<file path="src/hdl/tstat_pkg.sv">
// ----------------------------------------------------------------------------
// tstat_pkg
// Types and constants shared by the timer statistics table modules.
// ----------------------------------------------------------------------------
`default_nettype none

package tstat_pkg;

  localparam int INDEX_W  = 6;
  localparam int SAMPLE_W = 24;
  localparam int COUNT_W  = 32;
  localparam int TOTAL_W  = 56;
  localparam int VAR_W    = 64;

  // Divider: dividend, divisor and step counter widths.
  localparam int DIV_NW = 72;
  localparam int DIV_DW = 33;
  localparam int DIV_CW = 7;
  localparam logic [DIV_CW-1:0] MEAN_STEPS = 7'd72;
  localparam logic [DIV_CW-1:0] WORD_STEPS = 7'd64;

  typedef struct packed {
    logic [COUNT_W-1:0]  count;
    logic [TOTAL_W-1:0]  total;
    logic [SAMPLE_W-1:0] minimum;
    logic [SAMPLE_W-1:0] maximum;
    logic [VAR_W-1:0]    variance;
  } entry_t;

  localparam entry_t ENTRY_RESET = '{
    count: '0, total: '0, minimum: '1, maximum: '0, variance: '0};

  typedef enum logic [1:0] {
    DIV_MEAN = 2'd0,
    DIV_T2   = 2'd1,
    DIV_VAR  = 2'd2
  } div_sel_t;

  typedef enum logic [1:0] {
    SQ_P0 = 2'd0,
    SQ_P1 = 2'd1,
    SQ_P2 = 2'd2,
    SQ_P3 = 2'd3
  } sq_phase_t;

  typedef struct packed {
    logic      clear_wr;
    logic      take;
    logic      reduce_step;
    logic      rd_en;
    logic      load_entry;
    logic      div_start;
    div_sel_t  div_sel;
    logic      sq_step;
    sq_phase_t sq_phase;
    logic      write_entry;
  } cmd_t;

  typedef struct packed {
    logic clear_last;
    logic idx_high;
    logic count_zero;
    logic div_done;
    logic out_free;
  } status_t;

endpackage

`default_nettype wire

</file>
<file path="src/hdl/tstat_ctrl.sv">
// ----------------------------------------------------------------------------
// tstat_ctrl
// Controller: sequences clearing, lookup, divisions, squaring and write back.
// ----------------------------------------------------------------------------
`default_nettype none

module tstat_ctrl (
  input  logic               clk,
  input  logic               rst,
  input  logic               in_valid,
  output logic               in_ready,
  input  tstat_pkg::status_t status,
  output tstat_pkg::cmd_t    cmd
);

  typedef enum logic [16:0] {
    S_CLEAR   = 17'b00000000000000001,
    S_IDLE    = 17'b00000000000000010,
    S_REDUCE  = 17'b00000000000000100,
    S_READ    = 17'b00000000000001000,
    S_LOAD    = 17'b00000000000010000,
    S_MEAN_GO = 17'b00000000000100000,
    S_MEAN_WT = 17'b00000000001000000,
    S_SQ0     = 17'b00000000010000000,
    S_SQ1     = 17'b00000000100000000,
    S_SQ2     = 17'b00000001000000000,
    S_SQ3     = 17'b00000010000000000,
    S_T2_GO   = 17'b00000100000000000,
    S_T2_WT   = 17'b00001000000000000,
    S_VAR_GO  = 17'b00010000000000000,
    S_VAR_WT  = 17'b00100000000000000,
    S_WRITE   = 17'b01000000000000000,
    S_SPARE   = 17'b10000000000000000
  } state_t;

  state_t state;
  state_t state_next;

  always_ff @(posedge clk) begin
    if (rst) begin
      state <= S_CLEAR;
    end else begin
      state <= state_next;
    end
  end

  always_comb begin
    state_next = state;
    cmd        = '0;
    cmd.div_sel  = tstat_pkg::DIV_MEAN;
    cmd.sq_phase = tstat_pkg::SQ_P0;
    in_ready   = 1'b0;
    unique case (state)
      S_CLEAR: begin
        cmd.clear_wr = 1'b1;
        if (status.clear_last) state_next = S_IDLE;
      end
      S_IDLE: begin
        in_ready = 1'b1;
        if (in_valid) begin
          cmd.take   = 1'b1;
          state_next = S_REDUCE;
        end
      end
      S_REDUCE: begin
        if (status.idx_high) cmd.reduce_step = 1'b1;
        else state_next = S_READ;
      end
      S_READ: begin
        cmd.rd_en  = 1'b1;
        state_next = S_LOAD;
      end
      S_LOAD: begin
        cmd.load_entry = 1'b1;
        state_next = status.count_zero ? S_WRITE : S_MEAN_GO;
      end
      S_MEAN_GO: begin
        cmd.div_start = 1'b1;
        state_next    = S_MEAN_WT;
      end
      S_MEAN_WT: begin
        if (status.div_done) state_next = S_SQ0;
      end
      S_SQ0: begin
        cmd.sq_step = 1'b1;
        state_next  = S_SQ1;
      end
      S_SQ1: begin
        cmd.sq_step  = 1'b1;
        cmd.sq_phase = tstat_pkg::SQ_P1;
        state_next   = S_SQ2;
      end
      S_SQ2: begin
        cmd.sq_step  = 1'b1;
        cmd.sq_phase = tstat_pkg::SQ_P2;
        state_next   = S_SQ3;
      end
      S_SQ3: begin
        cmd.sq_step  = 1'b1;
        cmd.sq_phase = tstat_pkg::SQ_P3;
        state_next   = S_T2_GO;
      end
      S_T2_GO: begin
        cmd.div_start = 1'b1;
        cmd.div_sel   = tstat_pkg::DIV_T2;
        state_next    = S_T2_WT;
      end
      S_T2_WT: begin
        if (status.div_done) state_next = S_VAR_GO;
      end
      S_VAR_GO: begin
        cmd.div_start = 1'b1;
        cmd.div_sel   = tstat_pkg::DIV_VAR;
        state_next    = S_VAR_WT;
      end
      S_VAR_WT: begin
        if (status.div_done) state_next = S_WRITE;
      end
      S_WRITE: begin
        if (status.out_free) begin
          cmd.write_entry = 1'b1;
          state_next      = S_IDLE;
        end
      end
      default: begin
        state_next = S_IDLE;
      end
    endcase
  end

endmodule

`default_nettype wire

</file>
<file path="config.mk">
export PLATFORM = sky130hd
export DESIGN_NAME = tstat_ctrl
export DESIGN_NICKNAME = d
export VERILOG_FILES = /design/src/hdl/tstat_pkg.sv /design/src/hdl/tstat_ctrl.sv
export SDC_FILE = /design/constraint.sdc
export NUM_CORES = 1
export LEC_CHECK = 0
export ABC_AREA = 1
export BUFFER_PORTS_ARGS = -buffer_cell sky130_fd_sc_hd__buf_2
export CORE_ASPECT_RATIO = 1.4
export CORE_MARGIN = 1.5
export CORE_UTILIZATION = 45
export CTS_CLUSTER_DIAMETER = 50
export DETAILED_ROUTE_END_ITERATION = 6
export PLACE_DENSITY = 0.81
export SETUP_SLACK_MARGIN = 0.4
export SYNTH_ARGS = -nofsm -noshare
export SYNTH_HDL_FRONTEND = slang
export SYNTH_SLANG_ARGS = --single-unit
</file>
<file path="constraint.sdc">
create_clock -name clk -period 1.5 [get_ports clk]
set_clock_uncertainty 0.1 [all_clocks]
set_input_delay 0.15 -clock clk [delete_from_list [all_inputs] [get_ports clk]]
set_output_delay 0.15 -clock clk [all_outputs]
set_load 0.005 [all_outputs]
</file>
### Word-level counts from Yosys, hierarchy flattened

Index checks and enable logic that the tools add are counted.
Widths: inputs -> output; s select.

| cells by class | value |
|---|---|
| equal/unequal tests | 23 |
| mux-type cells | 23 |
| reductions and logical operators | 3 |

Operator list:

| operator | number |
|---|---|
| $pmux 17 s16 | 1 |
| $mux 17 | 7 |
| $eq 17x1->1 const B | 1 |
| $eq 17x10->1 const B | 1 |
| $eq 17x11->1 const B | 1 |
| $eq 17x12->1 const B | 1 |
| $eq 17x13->1 const B | 1 |
| $eq 17x14->1 const B | 1 |
| $eq 17x15->1 const B | 1 |
| $eq 17x16->1 const B | 1 |
| $eq 17x2->1 const B | 1 |
| $eq 17x3->1 const B | 1 |
| $eq 17x4->1 const B | 1 |
| $eq 17x5->1 const B | 1 |
| $eq 17x6->1 const B | 1 |
| $eq 17x7->1 const B | 1 |
| $eq 17x8->1 const B | 1 |
| $eq 17x9->1 const B | 1 |
| $mux 16 | 1 |
| $ne 2x2->1 const B | 7 |
| $mux 1 | 12 |
| $reduce_and 7->1 | 1 |
| $pmux 2 s3 | 1 |
| $pmux 2 s2 | 1 |
| 2 further kinds | 2 |

| storage, ports and cells | value |
|---|---|
| output and inout bits | 13 |
| bits of input ports | 8 |
| logic and storage cells | 50 |
| register bits | 17 |

### Logic depth before layout (Yosys ltp)

| logic depth | value |
|---|---|
| word-level depth | 3 |
| gate-level depth with buffers | 11 |
| gate-level depth less buffers | 11 |

### Least setup slack after synthesis

OpenSTA, ideal clock, no wires.

| timing path | value |
|---|---|
| path type | flip-flop to flip-flop |
| start point | reg state[8] |
| end point | reg state[12] |
| clock period less this slack | 1.474 ns |
| arrival | 1.261 ns |
| path slack | 0.026 ns |
| buffers on the path | 1 |
| setup time | 0.113 ns |
| data required time | 1.287 ns |
| stages on the path, launching flop included | 12 |
| cell sequence | dfxtp_1 > nor2_2 > nand2_4 > nor2_4 > buf_6 > nand3_2 > nand2_2 > nor2_4 > nand2_8 > inv_4 > nor2_1 > nor2_1 |

| between the ends | value |
|---|---|
| cells in the longest elaborated chain, start to end | 3 |
| elaborated cells between the ends (all ways) | 25 |
| classes of those cells | eq/ne (23); mux (1); reduce/logical (1) |

RTL lines:

| item | RTL line | RTL |
|---|---|---|
| start, declared | tstat_ctrl.sv:36 | `state_t state;` |
| start signal, assigned | tstat_ctrl.sv:43 | `state <= state_next;` |
| $eq 17x1->1 (tied with other cells) | tstat_ctrl.sv:53 | `unique case (state)` |
| $ne 2x2->1 (no line) | -- |  |
| $reduce_and 7->1 (no line) | -- |  |

Several ways; a longest one is shown, not always the timed one.
A chain may end at the register's enable or synchronous reset.

==> flow_summary_export.csv <==
group,metric,value,unit
outcome,result_of_the_run,"complete, but fails checks",
outcome,violated_checks,"negative setup slack",
global_route,grt_first_pass_wirelength,5910,um
cells_and_area,largest_register,"state",
cells_and_area,biggestRegsByFlops,"state (16)",
run,max-cap-violations,0,
sta,finalMaxSlewViolations,0,
synth,yosysWarningCount,0,
sta,hold_viol,0,
routing,routed_antenna_nets,0,
floorplan,die_width,45.6,um
cells_and_area,antenna_cells_inserted,0,
clock_network,clock_pin_transition_on_the_worst_setup_and_hold_timing_paths,0.11,ns
worst_setup_path,timing.critical_path.arrival,1.64,ns
synth,synth.lib_cells_used.distinct,23,
floorplan,floorplan.die.height,62.6,um
global_route,grt_max_degree,11,
routing,post_drt_wl_per_cell,17.0,um
cells_and_area,largest_reg_flops,16,
floorplan,core-area,2390,um2
synth,syn-cell-area,1140,um2
clock_network,cts_buffer_depth,2,
sta,period_minus_slack,1.89,ns
global_route,grt_antenna_before_repair,0,
routing,detail_route.vias_per_cell,5.50,
sta,max_slew_margin,0.781,
cells_and_area,finish.utilization,0.836,
power_and_ir_drop,power_density,1310,nW/um2
placement,numPortBuffers,20,
floorplan,start_util,0.478,
synth,synth_nets,193,
worst_setup_path,r2r_start,"state[14]",
worst_setup_path,critPathMaxFanout,5,
cells_and_area,drive_gt1_frac,0.575,
synth,yosys_register_bits,16,
sta,grt_setup_unrepaired,"yes",
routing,detailroute.via_count,1583,
hold_path,min-delay-path-class,"in -> reg",
floorplan,floorplan.io_pins,21,
placement,dpl.hpwl,2330,um
synth,syn-mean-instance-area,6.18,um2
clock_network,cts_htree_levels,1,
global_route,gr-total-overflow,0,
worst_setup_path,ff2ff_setup_slack,-0.37,ns
routing,first_pass_detailed_route_iteration_total,4,
placement,gp_congestion,0.860,
synth,postSynthCellCount,185,
hold_path,hp-start,"status[4]",
clock_network,cts-buffers-inserted,3,
floorplan,fp.dieArea,2860,um2
worst_setup_path,worst_setup_path_end_kind,"primary output",
cells_and_area,area_growth_syn_to_layout,74.7,%
floorplan,fp-row-count,21,
hold_path,min_to,"state[0]",
sta,finalCritPeriodShare,1.26,
sta,timing.final.ws_setup,-0.385,ns
power_and_ir_drop,power_leakage,1.09,nW
clock_network,clock_insertion_delay_worst_skew,0.30,ns
placement,post_dp_cell_area,1540,um2
clock_network,cts_num_sinks,16,
cells_and_area,final_area,2000,um2
sta,tightest_slew,0.327,ns
sta,max_freq,530,MHz
worst_setup_path,worst_reg2reg_endpoint,"state[1]",
worst_setup_path,ff2ff_path_depth,13,
global_route,grt_util_all_layers,0.273,
sta,setup_violations,23,
clock_network,clock_tree.root_cell,"sky130_fd_sc_hd__clkbuf_4",
synth,ys_seq_area_frac,0.280,
hold_path,worst_hold_path.num_cells,4,
worst_setup_path,criticalPathCategory,"reg -> out",
worst_setup_path,timing.critical_path.from_type,"flop",
power_and_ir_drop,max-vdd-ir-drop,1120,uV
routing,detail_route.iter0.violations,126,
clock_network,cts_tree,"done",
worst_setup_path,cp_data_required_time,1.25,ns
global_route,grt_pass1_vias,1316,
routing,drc_errors,0,
routing,totalWireLength,4900,um
cells_and_area,finalNetCount,263,
-- layer usage --
metal | vias up | global-route usage | wire (um)
met2 | 106 | 0.479 | 2510
met1 | 731 | 0.324 | 1760
li1 | 708 | - | -
met3 | 38 | 0.0289 | 349
met5 | - | 0 | 0
met4 | 0 | 0.0956 | 284
-- layout by cell type (no fill, tap or decap), types with 2 or more instances in the layout --
master,n
sky130_fd_sc_hd__o21ai_1,2
sky130_fd_sc_hd__dfxtp_2,12
sky130_fd_sc_hd__nand2_2,2
sky130_fd_sc_hd__nor2_1,24
sky130_fd_sc_hd__nand2_1,29
sky130_fd_sc_hd__a21oi_2,2
sky130_fd_sc_hd__inv_4,3
sky130_fd_sc_hd__nand4_1,4
sky130_fd_sc_hd__nand3_1,12
sky130_fd_sc_hd__nand3_4,5
sky130_fd_sc_hd__nor2_4,14
sky130_fd_sc_hd__clkbuf_4,3
sky130_fd_sc_hd__nor3_2,2
sky130_fd_sc_hd__buf_2,19
sky130_fd_sc_hd__inv_1,31
sky130_fd_sc_hd__nand2_4,6
sky130_fd_sc_hd__inv_2,6
sky130_fd_sc_hd__dfxtp_1,2
sky130_fd_sc_hd__dfxtp_4,2
sky130_fd_sc_hd__nor2_2,5
sky130_fd_sc_hd__buf_6,12
sky130_fd_sc_hd__nand3_2,10
sky130_fd_sc_hd__buf_4,35
-- worst max-delay path by stage --
stage | from | endpoint | slack (ns)
finish | state[14] | cmd[3] | -0.39
global route | state[0] | state[1] | -0.44
CTS | state[8] | cmd[6] | -0.28
detailed placement | state[15] | state[15] | -0.11
global placement | state[15] | state[1] | -0.09
floorplan | state[15] | state[15] | 0.06
-- synthesized netlist by cell type --
library cell / count / area [um2]
sky130_fd_sc_hd__inv_1: 38 / 143
sky130_fd_sc_hd__nor2_1: 33 / 124
sky130_fd_sc_hd__nand2_1: 31 / 116
sky130_fd_sc_hd__nand3_1: 25 / 125
sky130_fd_sc_hd__dfxtp_1: 16 / 320
sky130_fd_sc_hd__nor2_2: 8 / 50.1
sky130_fd_sc_hd__nand2_2: 4 / 25.0
sky130_fd_sc_hd__nand4_1: 4 / 25.0
sky130_fd_sc_hd__nor3_1: 4 / 20.0
sky130_fd_sc_hd__a21oi_1: 2 / 10.0
sky130_fd_sc_hd__buf_6: 2 / 22.5
sky130_fd_sc_hd__inv_2: 2 / 7.51
sky130_fd_sc_hd__nand2_4: 2 / 22.5
sky130_fd_sc_hd__nand3_2: 2 / 20.0
sky130_fd_sc_hd__nor2_4: 2 / 22.5
sky130_fd_sc_hd__nor4_1: 2 / 12.5
sky130_fd_sc_hd__o21ai_1: 2 / 10.0
sky130_fd_sc_hd__and3_1: 1 / 6.26
sky130_fd_sc_hd__clkinv_1: 1 / 3.75
sky130_fd_sc_hd__inv_4: 1 / 6.26
sky130_fd_sc_hd__nand2_8: 1 / 20.0
sky130_fd_sc_hd__nand3b_2: 1 / 11.3
sky130_fd_sc_hd__nor2_8: 1 / 20.0
-- cell families (layout without fill, tap and decap cells) --
| logic type | after synthesis | after routing | synth area share |
|---|---|---|---|
| and+or+nand+nor | 121 | 121 | 0.543 |
| buffers and inverters | 44 | 113 | 0.160 |
| DFF | 16 | 16 | 0.280 |
| AOI/OAI and AO/OA | 4 | 4 | 0.0175 |
-- area by class of cell --
cell class	instances	area, um2
Fill cell	127	393
Timing Repair Buffer	67	503
Clock buffer	4	36.3
Multi-Input combinational cell	125	901
Tap cell	34	42.5
Inverter	42	173
Sequential cell	16	343
-- worst max-delay path: stages (launching register included) --
cell and delay, ns:
sky130_fd_sc_hd__dfxtp_4 0.38, sky130_fd_sc_hd__nor2_4 0.17, sky130_fd_sc_hd__nand2_4 0.09, sky130_fd_sc_hd__nor2_4 0.17, sky130_fd_sc_hd__buf_6 0.15, sky130_fd_sc_hd__nand3_2 0.14
sky130_fd_sc_hd__nand3_2 0.12, sky130_fd_sc_hd__buf_2 0.12
-- report_power, final --
| group | internal, W | switching, W |
|---|---|---|
| Clock | 0.000148 | 0.000157 |
| Combinational | 0.000747 | 0.00101 |
| Sequential | 0.000489 | 0.0000711 |
| Total | 0.00138 | 0.00124 |
-- metrics by stage --
step	power, W	setup WS, ns	std cells	hold slack, ns	setup TNS, ns
floorplan	0.00138	0.0637	185	0.115	0
global placement	0.00168	-0.0924	260	0.224	-0.464
detailed placement	0.00171	-0.110	260	0.225	-0.712
CTS	0.00225	-0.284	279	0.0246	-3.95
global route	0.00274	-0.435	288	0.0337	-7.49
finish	0.00262	-0.385	288	0.0170	-6.26
-- what timing repair did --
item,4_1_cts,5_1_grt
endpoints found under the hold margin,1,0
resized for setup,21,38
hold buffers,1,0
pin swaps,8,17
setup buffers,14,9
setup endpoints to repair,28,29
No activity file was read; power rests on OpenSTA's default activity.
